`config.mk`:
```
export PLATFORM = sky130hd
export DESIGN_NAME = quadrature_click_counter
export DESIGN_NICKNAME = d
export VERILOG_FILES = /design/src/rtl/core/qcc_pkg.sv /design/src/rtl/core/qcc_step_decode.sv /design/src/rtl/core/qcc_click_update.sv /design/src/rtl/core/quadrature_click_counter.sv
export SDC_FILE = /design/constraint.sdc
export NUM_CORES = 1
export LEC_CHECK = 0
export BUFFER_PORTS_ARGS = -buffer_cell sky130_fd_sc_hd__buf_2
export CAP_MARGIN = 20
export CORE_MARGIN = 4
export CORE_UTILIZATION = 35
export DETAILED_ROUTE_END_ITERATION = 10
export SYNTH_ARGS = -nofsm -noshare
export SYNTH_HDL_FRONTEND = slang
export SYNTH_SLANG_ARGS = --single-unit
```
`constraint.sdc`:
```
create_clock -name clock -period 14.6 [get_ports clock]
set_input_delay 2.92 -clock clock [delete_from_list [all_inputs] [get_ports clock]]
set_output_delay 2.92 -clock clock [all_outputs]
set_load 0.02 [all_outputs]
```
`src/rtl/core/qcc_pkg.sv`:
```
`timescale 1ns / 1ps
`default_nettype none

package qcc_pkg;

   localparam int unsigned POS_W    = 12;
   localparam int unsigned MOD_W    = 13;
   localparam int unsigned TALLY_W  = 16;
   localparam int unsigned STEP_W   = 2;
   localparam int unsigned LOAD_W   = 12;
   localparam int unsigned FUNC_W   = 2;
   localparam int unsigned CSR_IDX_W = 4;

   localparam logic [MOD_W-1:0] MODULUS_MIN   = 13'd2;
   localparam logic [MOD_W-1:0] MODULUS_MAX   = 13'd4096;
   localparam logic [MOD_W-1:0] MODULUS_RESET = 13'd100;

   localparam logic signed [TALLY_W-1:0] TALLY_MAX = 16'sh7FFF;
   localparam logic signed [TALLY_W-1:0] TALLY_MIN = 16'sh8000;

   localparam logic [CSR_IDX_W-1:0] CSR_POSITION_MODULUS = 4'd0;
   localparam logic [CSR_IDX_W-1:0] CSR_INVERT_DIRECTION = 4'd1;

   typedef enum logic [FUNC_W-1:0] {
      FUNC_SAMPLE = 2'd0,
      FUNC_TAKE   = 2'd1,
      FUNC_LOAD   = 2'd2
   } func_type;

   typedef logic signed [STEP_W-1:0] step_type;

   typedef struct packed {
      logic [POS_W-1:0]          position;
      logic signed [TALLY_W-1:0] tally;
   } counter_type;

   // index is {previous A, previous B, current A, current B}
   localparam step_type STEP_TABLE [16] = '{
       2'sd0,  2'sd1, -2'sd1,  2'sd0,
      -2'sd1,  2'sd0,  2'sd0,  2'sd1,
       2'sd1,  2'sd0,  2'sd0, -2'sd1,
       2'sd0, -2'sd1,  2'sd1,  2'sd0
   };

endpackage

`default_nettype wire

```
`src/rtl/core/qcc_step_decode.sv`:
```
`timescale 1ns / 1ps
`default_nettype none

module qcc_step_decode (
   input  wire logic [1:0]       last_ab,
   input  wire logic [1:0]       now_ab,
   input  wire logic             invert,
   output qcc_pkg::step_type     step
);

   qcc_pkg::step_type raw_step;

   always_comb begin
      raw_step = qcc_pkg::STEP_TABLE[{last_ab, now_ab}];
      step     = invert ? -raw_step : raw_step;
   end

endmodule

`default_nettype wire

```
`src/rtl/core/qcc_click_update.sv`:
```
`timescale 1ns / 1ps
`default_nettype none

module qcc_click_update #(
   parameter int unsigned PULSES_PER_CLICK = 4,
   parameter int unsigned RES_W            = 5
) (
   input  wire logic [qcc_pkg::FUNC_W-1:0]        func,
   input  wire qcc_pkg::step_type                 step,
   input  wire logic [qcc_pkg::LOAD_W-1:0]        load_value,
   input  wire logic [qcc_pkg::MOD_W-1:0]         modulus,
   input  wire logic signed [RES_W-1:0]           residue,
   input  wire qcc_pkg::counter_type              counter,
   output logic signed [RES_W-1:0]                residue_next,
   output qcc_pkg::counter_type                   counter_next,
   output logic signed [qcc_pkg::TALLY_W-1:0]     shown,
   output qcc_pkg::step_type                      shown_step,
   output logic                                   sample_taken
);

   localparam logic signed [RES_W-1:0] PPC = RES_W'(PULSES_PER_CLICK);

   logic [qcc_pkg::MOD_W-1:0] eff_mod;
   logic [qcc_pkg::MOD_W-1:0] mod_m1;
   logic [qcc_pkg::MOD_W-1:0] pos_ext;
   logic [qcc_pkg::MOD_W-1:0] pos_inc;
   logic signed [RES_W-1:0]   sum;
   logic                      move_up;
   logic                      move_down;

   always_comb begin
      if (modulus < qcc_pkg::MODULUS_MIN) begin
         eff_mod = qcc_pkg::MODULUS_MIN;
      end else if (modulus > qcc_pkg::MODULUS_MAX) begin
         eff_mod = qcc_pkg::MODULUS_MAX;
      end else begin
         eff_mod = modulus;
      end
      mod_m1  = eff_mod - 13'd1;
      pos_ext = {1'b0, counter.position};
      pos_inc = pos_ext + 13'd1;

      sum          = residue + RES_W'(step);
      move_up      = 1'b0;
      move_down    = 1'b0;
      residue_next = residue;
      counter_next = counter;
      shown        = counter.tally;
      shown_step   = '0;
      sample_taken = 1'b0;

      unique case (func)
         qcc_pkg::FUNC_SAMPLE: begin
            sample_taken = 1'b1;
            shown_step   = step;
            if (step != '0) begin
               if (sum >= PPC) begin
                  residue_next = sum - PPC;
                  move_up      = 1'b1;
               end else if (sum <= -PPC) begin
                  residue_next = sum + PPC;
                  move_down    = 1'b1;
               end else begin
                  residue_next = sum;
               end
            end
            if (move_up) begin
               counter_next.position = (pos_inc >= eff_mod) ? '0
                                                            : pos_inc[qcc_pkg::POS_W-1:0];
               if (counter.tally != qcc_pkg::TALLY_MAX) begin
                  counter_next.tally = counter.tally + 16'sd1;
               end
            end else if (move_down) begin
               counter_next.position = (pos_ext == '0 || pos_ext >= eff_mod)
                                       ? mod_m1[qcc_pkg::POS_W-1:0]
                                       : counter.position - 12'd1;
               if (counter.tally != qcc_pkg::TALLY_MIN) begin
                  counter_next.tally = counter.tally - 16'sd1;
               end
            end
            shown = counter_next.tally;
         end
         qcc_pkg::FUNC_TAKE: begin
            counter_next.tally = '0;
         end
         qcc_pkg::FUNC_LOAD: begin
            counter_next.position = ({1'b0, load_value} > mod_m1)
                                    ? mod_m1[qcc_pkg::POS_W-1:0] : load_value;
            counter_next.tally    = '0;
            residue_next          = '0;
            shown                 = '0;
         end
         default: begin
         end
      endcase
   end

endmodule

`default_nettype wire

```
`src/rtl/core/quadrature_click_counter.sv`:
```
`timescale 1ns / 1ps
`default_nettype none

// channel  dir  handshake             payload
// req      in   req_tvalid/tready     tdata {load_value, pin_b, pin_a}, tuser func
// rsp      out  rsp_tvalid/tready     tdata {step, clicks, position}
// csr      in   csr_valid/ready       csr_index, csr_data
//
// One request per cycle sustained while rsp_tready stays high; each request gives one response,
// through an input register and a result register.
// Decode and counter update are combinational between those two registers.
// Reset clears position, tally, residue and last pins; modulus 100, inversion on.
// A stalled response holds the result register, and the input register behind it.

module quadrature_click_counter #(
   parameter int unsigned PULSES_PER_CLICK = 4
) (
   input  wire logic        clock,
   input  wire logic        reset,
   input  wire logic        req_tvalid,
   output logic             req_tready,
   input  wire logic [15:0] req_tdata,   // pin_a, pin_b, load_value[11:0], zero fill
   input  wire logic [1:0]  req_tuser,   // func[1:0]
   output logic             rsp_tvalid,
   input  wire logic        rsp_tready,
   output logic [31:0]      rsp_tdata,   // position[11:0], clicks[15:0], step[1:0], zero fill
   input  wire logic        csr_valid,
   output logic             csr_ready,
   input  wire logic [qcc_pkg::CSR_IDX_W-1:0] csr_index,
   input  wire logic [qcc_pkg::MOD_W-1:0]     csr_data
);

   localparam int unsigned RES_W = $clog2(PULSES_PER_CLICK + 1) + 2;

   logic [qcc_pkg::MOD_W-1:0] modulus_ff, modulus_in;
   logic                      invert_ff, invert_in;

   logic                          in_valid_ff, in_valid_in;
   logic [qcc_pkg::FUNC_W-1:0]    in_func_ff, in_func_in;
   logic [1:0]                    in_ab_ff, in_ab_in;
   logic [qcc_pkg::LOAD_W-1:0]    in_load_ff, in_load_in;

   logic [1:0]              last_ab_ff, last_ab_in;
   logic signed [RES_W-1:0] residue_ff, residue_in;
   qcc_pkg::counter_type    counter_ff, counter_in;

   logic                              out_valid_ff, out_valid_in;
   logic [qcc_pkg::POS_W-1:0]         out_pos_ff, out_pos_in;
   logic signed [qcc_pkg::TALLY_W-1:0] out_clicks_ff, out_clicks_in;
   qcc_pkg::step_type                 out_step_ff, out_step_in;

   logic                               advance;
   logic                               take_req;
   qcc_pkg::step_type                  step;
   qcc_pkg::step_type                  shown_step;
   logic signed [RES_W-1:0]            residue_next;
   qcc_pkg::counter_type               counter_next;
   logic signed [qcc_pkg::TALLY_W-1:0] shown;
   logic                               sample_taken;

   qcc_step_decode u_decode (
      .last_ab (last_ab_ff),
      .now_ab  (in_ab_ff),
      .invert  (invert_ff),
      .step    (step)
   );

   qcc_click_update #(
      .PULSES_PER_CLICK (PULSES_PER_CLICK),
      .RES_W            (RES_W)
   ) u_update (
      .func         (in_func_ff),
      .step         (step),
      .load_value   (in_load_ff),
      .modulus      (modulus_ff),
      .residue      (residue_ff),
      .counter      (counter_ff),
      .residue_next (residue_next),
      .counter_next (counter_next),
      .shown        (shown),
      .shown_step   (shown_step),
      .sample_taken (sample_taken)
   );

   assign csr_ready  = 1'b1;
   assign advance    = in_valid_ff && (!out_valid_ff || rsp_tready);
   assign req_tready = !in_valid_ff || advance;
   assign take_req   = req_tvalid && req_tready;

   always_comb begin
      modulus_in = modulus_ff;
      invert_in  = invert_ff;
      if (csr_valid && csr_ready) begin
         if (csr_index == qcc_pkg::CSR_POSITION_MODULUS) begin
            modulus_in = csr_data;
         end else if (csr_index == qcc_pkg::CSR_INVERT_DIRECTION) begin
            invert_in = csr_data[0];
         end
      end
   end

   always_comb begin
      in_valid_in = in_valid_ff;
      in_func_in  = in_func_ff;
      in_ab_in    = in_ab_ff;
      in_load_in  = in_load_ff;
      if (take_req) begin
         in_valid_in = 1'b1;
         in_func_in  = req_tuser;
         in_ab_in    = {req_tdata[0], req_tdata[1]};
         in_load_in  = req_tdata[13:2];
      end else if (advance) begin
         in_valid_in = 1'b0;
      end
   end

   always_comb begin
      last_ab_in    = last_ab_ff;
      residue_in    = residue_ff;
      counter_in    = counter_ff;
      out_valid_in  = out_valid_ff;
      out_pos_in    = out_pos_ff;
      out_clicks_in = out_clicks_ff;
      out_step_in   = out_step_ff;
      if (advance) begin
         if (sample_taken) begin
            last_ab_in = in_ab_ff;
         end
         residue_in    = residue_next;
         counter_in    = counter_next;
         out_valid_in  = 1'b1;
         out_pos_in    = counter_next.position;
         out_clicks_in = shown;
         out_step_in   = shown_step;
      end else if (rsp_tready) begin
         out_valid_in = 1'b0;
      end
   end

   always_ff @(posedge clock) begin
      if (reset) begin
         modulus_ff   <= qcc_pkg::MODULUS_RESET;
         invert_ff    <= 1'b1;
         in_valid_ff  <= 1'b0;
         last_ab_ff   <= '0;
         residue_ff   <= '0;
         counter_ff   <= '0;
         out_valid_ff <= 1'b0;
      end else begin
         modulus_ff   <= modulus_in;
         invert_ff    <= invert_in;
         in_valid_ff  <= in_valid_in;
         last_ab_ff   <= last_ab_in;
         residue_ff   <= residue_in;
         counter_ff   <= counter_in;
         out_valid_ff <= out_valid_in;
      end
   end

   always_ff @(posedge clock) begin
      in_func_ff    <= in_func_in;
      in_ab_ff      <= in_ab_in;
      in_load_ff    <= in_load_in;
      out_pos_ff    <= out_pos_in;
      out_clicks_ff <= out_clicks_in;
      out_step_ff   <= out_step_in;
   end

   assign rsp_tvalid = out_valid_ff;
   assign rsp_tdata  = {2'b00, out_step_ff, out_clicks_ff, out_pos_ff};

endmodule

`default_nettype wire
```
==> summary.md <==
| Metric | Value |
|---|---|
| Critical Path Start | `rsp_tready` |
| Share of the yosys chip area belonging to registers | `0.319` |
| Least-Margin Pin Slew | `around 1.1 ns` |
| WP buf/inv | `2` |
| Slew margin rel. | `0.255` |
| Vias post-DR | `6841` |
| Synth top area share | `0.183` |
| Yosys reg bits | `97` |
| Routing usage on met3 | `0.0269` |
| Largest net degree at the start of global routing | `55` |
| CTS Sinks | `97` |
| Yosys cell types | `91` |
| Met2 Use GR | `0.260` |
| Post-synth ARST share | `0` |
| Placed cell count | `approximately 1200` |
| Startpoint Class | `input port` |
| DR iter-0 viols | `625` |
| Clock transition at path regs | `roughly 0.08 ns` |
| Core area | `approximately 0.021 mm²` |
| CTS Root Buffer Type | `clkbuf_16` |
| Avg Cell Area, Syn | `approximately 8.5 µm²` |
| Worst path slowest cell | `nor2b_1` |
| Unrepaired setup endpoints after global routing | `false` |
| M1 GR Usage | `0.262` |
| Post-cts gate resize count | `0` |
| Crit. End Element | `primary output` |
| Buffers on Ports | `69` |
| GRT Overall Usage | `0.176` |
| Max Clock Freq | `156 MHz` |
| P per Cell Area | `about 100 mW/mm²` |
| CTS H-tree depth | `3` |
| Die area | `0.0239 mm²` |
| Max incr delay on CP | `0.21 ns` |
| Critical-path cell list | `buf_2 > nor2b_1 > nand2_1 > buf_2` |
| 1st-pass router iterations | `5` |
| Post-DR wirelength/cell | `around 18 µm` |
| Post-DR vias/cell | `between 5 and 6` |
| Most area-hungry cell type in the Yosys netlist | `edfxtp_1` |
| Initial Util | `0.357` |
| Hold Path Class | `register to register` |
| Crit-path leading delay family | `simple AND/OR/NAND/NOR gates` |
| Drc violations | `0` |
| Overflow left after global routing | `0` |
| Routed wire length | `about 21000 µm` |
| Cell mode on critical path | `buf_2` |
| Finished Layout Cells | `1198` |
| Yosys warning total | `0` |
| Lkg Pwr | `about 0.0033 µW` |
| Post-synthesis cell area | `~0.0075 mm²` |
| Post-DP HPWL | `~15000 µm` |
| Clk_skew | `between 0.01 and 0.015 ns` |
| Final TNS setup | `0 ns` |
| Crit-path max FO | `4` |
| Endpoints failing hold | `0` |
| Vias in the first global route | `6339` |
| Hold buffers post-CTS | `0` |
| Die height | `around 150 µm` |
| Worst skew pair latency | `between 0.3 and 0.4 ns` |
| Synth top area cells | `edfxtp_1 18%, dfxtp_1 14%, ha_1 9.5%, nand2_1 4.9%, mux2i_1 4.3%` |
| Final setup fails | `0` |
| Max IR drop VDD | `62.2 µV` |
| Final nets | `1016` |
| Antenna violations before repair | `0` |
| CTS tree | `done` |
| Final ANT Viol Nets | `0` |
| Max-cap violations | `0` |
| Share of cells above drive strength 1 | `0.131` |
| Top FF cell, synth | `dfxtp_1` |
| Routability cong. | `approximately 0.91` |
| Hold Crit Start | `last_ab_ff[1]` |
| Total design power | `approximately 850 µW` |
| Clock buffer count from CTS | `9` |
| Status | `finished, final reports clean` |
| Row cnt | `53` |
| Minimum clock period | `6.40 ns` |
| Post-CTS setup buffer count | `0` |
| GR peak layer | `met1` |
| Hold_ws | `0.498 ns` |
| Die Wd | `155 µm` |
| RR Startpoint | `modulus_ff[5]` |
| Num ports | `75` |
| Area Growth Syn to Fin | `10.5%` |
| Period utilisation layout | `0.439` |
| Clock buffer depth | `2` |
| Crit path DAT | `3.48 ns` |
| First-pass GRT wire length | `34100 µm` |
| Cells after Synth | `890` |
| Ant diodes | `0` |
| Required time of the critical path | `11.68 ns` |
| EDFF count, synth | `46` |
| Final Slew Violations | `0` |
| Worst setup path category | `input port to primary output` |
[sequential cells by signal, summed over array words and instances (netlist names)]
register and flops:
in_load_ff 12, out_step_ff 2, in_valid_ff 1, in_func_ff 2
out_clicks_ff 16, out_pos_ff 12, in_ab_ff 2, residue_ff 5
counter_ff 28, invert_ff 1, last_ab_ff 2, rsp_tvalid 1
modulus_ff 13
[routing by layer]
layer	vias up	part of all wire
li1	3361	-
met1	3207	0.48
met2	236	0.43
met3	37	0.066
met4	0	0.023
met5	-	0
[Yosys cell counts (13+ instances only)]
| cell type | count |
|---|---|
| nand2_1 | 98 |
| nor2_1 | 77 |
| ha_1 | 57 |
| dfxtp_1 | 51 |
| clkbuf_1 | 47 |
| edfxtp_1 | 46 |
| a21oi_1 | 44 |
| inv_1 | 38 |
| o21ai_0 | 38 |
| nand3_1 | 33 |
| mux2i_1 | 32 |
| nor3_1 | 20 |
| a31oi_1 | 18 |
| nand4_1 | 13 |
[final cells by class]
type | count | area [µm²]
clock buffers | 12 | 236
clock inverters | 4 | 52.6
fillers | 2185 | 12800
inverters | 39 | 146
multi-input cells | 694 | 4730
flip-flops and latches | 97 | 2400
well taps | 275 | 344
repair buffers | 77 | 405
[per-stage QoR]
| step | worst slack (ns) | util | instance area [µm²] |
|---|---|---|---|
| 6_report | 8.20 | 0.394 | 8320 |
| 2_1_floorplan | 8.41 | - | 7530 |
| 4_1_cts | 8.20 | 0.394 | 8320 |
| 3_3_place_gp | 8.21 | 0.381 | 8030 |
| 5_1_grt | 8.14 | 0.394 | 8320 |
| 3_5_place_dp | 8.20 | 0.381 | 8030 |
[tightest hold or removal path: stages, from the launching register on]
cell and delay [ns]:
dfxtp_1 0.34, nand2_1 0.06, a21oi_1 0.05
[layout by cell type, fill, tap and decap left out, types with 12 or more instances in the layout]
cell type,instances
a21oi_1,44
or3_1,12
buf_2,69
edfxtp_1,46
nor2_1,77
nand2_1,98
o21ai_0,38
o31ai_1,12
nand4_1,13
mux2i_1,32
nor3_1,19
inv_1,37
xnor2_1,12
a31oi_1,18
and3_1,12
nand3_1,33
dfxtp_1,51
ha_1,57
a21o_1,12
[logic make-up (layout without fill, tap and decap cells)]
| logic type | Yosys count | count (layout) | share of synthesized area |
|---|---|---|---|
| and+or+nand+nor | 345 | 345 | 0.230 |
| other | 2 | 3 | 0.000997 |
| xor gates and xnor gates | 21 | 21 | 0.0284 |
| AOI/OAI and AO/OA | 231 | 231 | 0.221 |
| muxes | 36 | 36 | 0.0500 |
| buffers and inverters | 100 | 132 | 0.0538 |
| DFF | 97 | 97 | 0.319 |
| adders and majority gates | 58 | 58 | 0.0974 |
[where the power goes]
part	internal (µW)	leakage [µW]	switching [µW]
combinational	103	0.00230	174
sequential	305	0.000861	20.8
clock	134	0.000141	110
total	542	0.00330	304
[worst paths after layout]
| check | cells past startpoint | slack (ns) | to |
|---|---|---|---|
| worst max-delay path | 4 | 8.20 | req_tready |
| worst max register to register | 18 | 8.61 | out_pos_ff[8] |
| worst min register to register | 2 | 0.50 | last_ab_ff[1] |
| worst min-delay path | 2 | 0.50 | last_ab_ff[1] |
(Power assumes the default switching activity.)
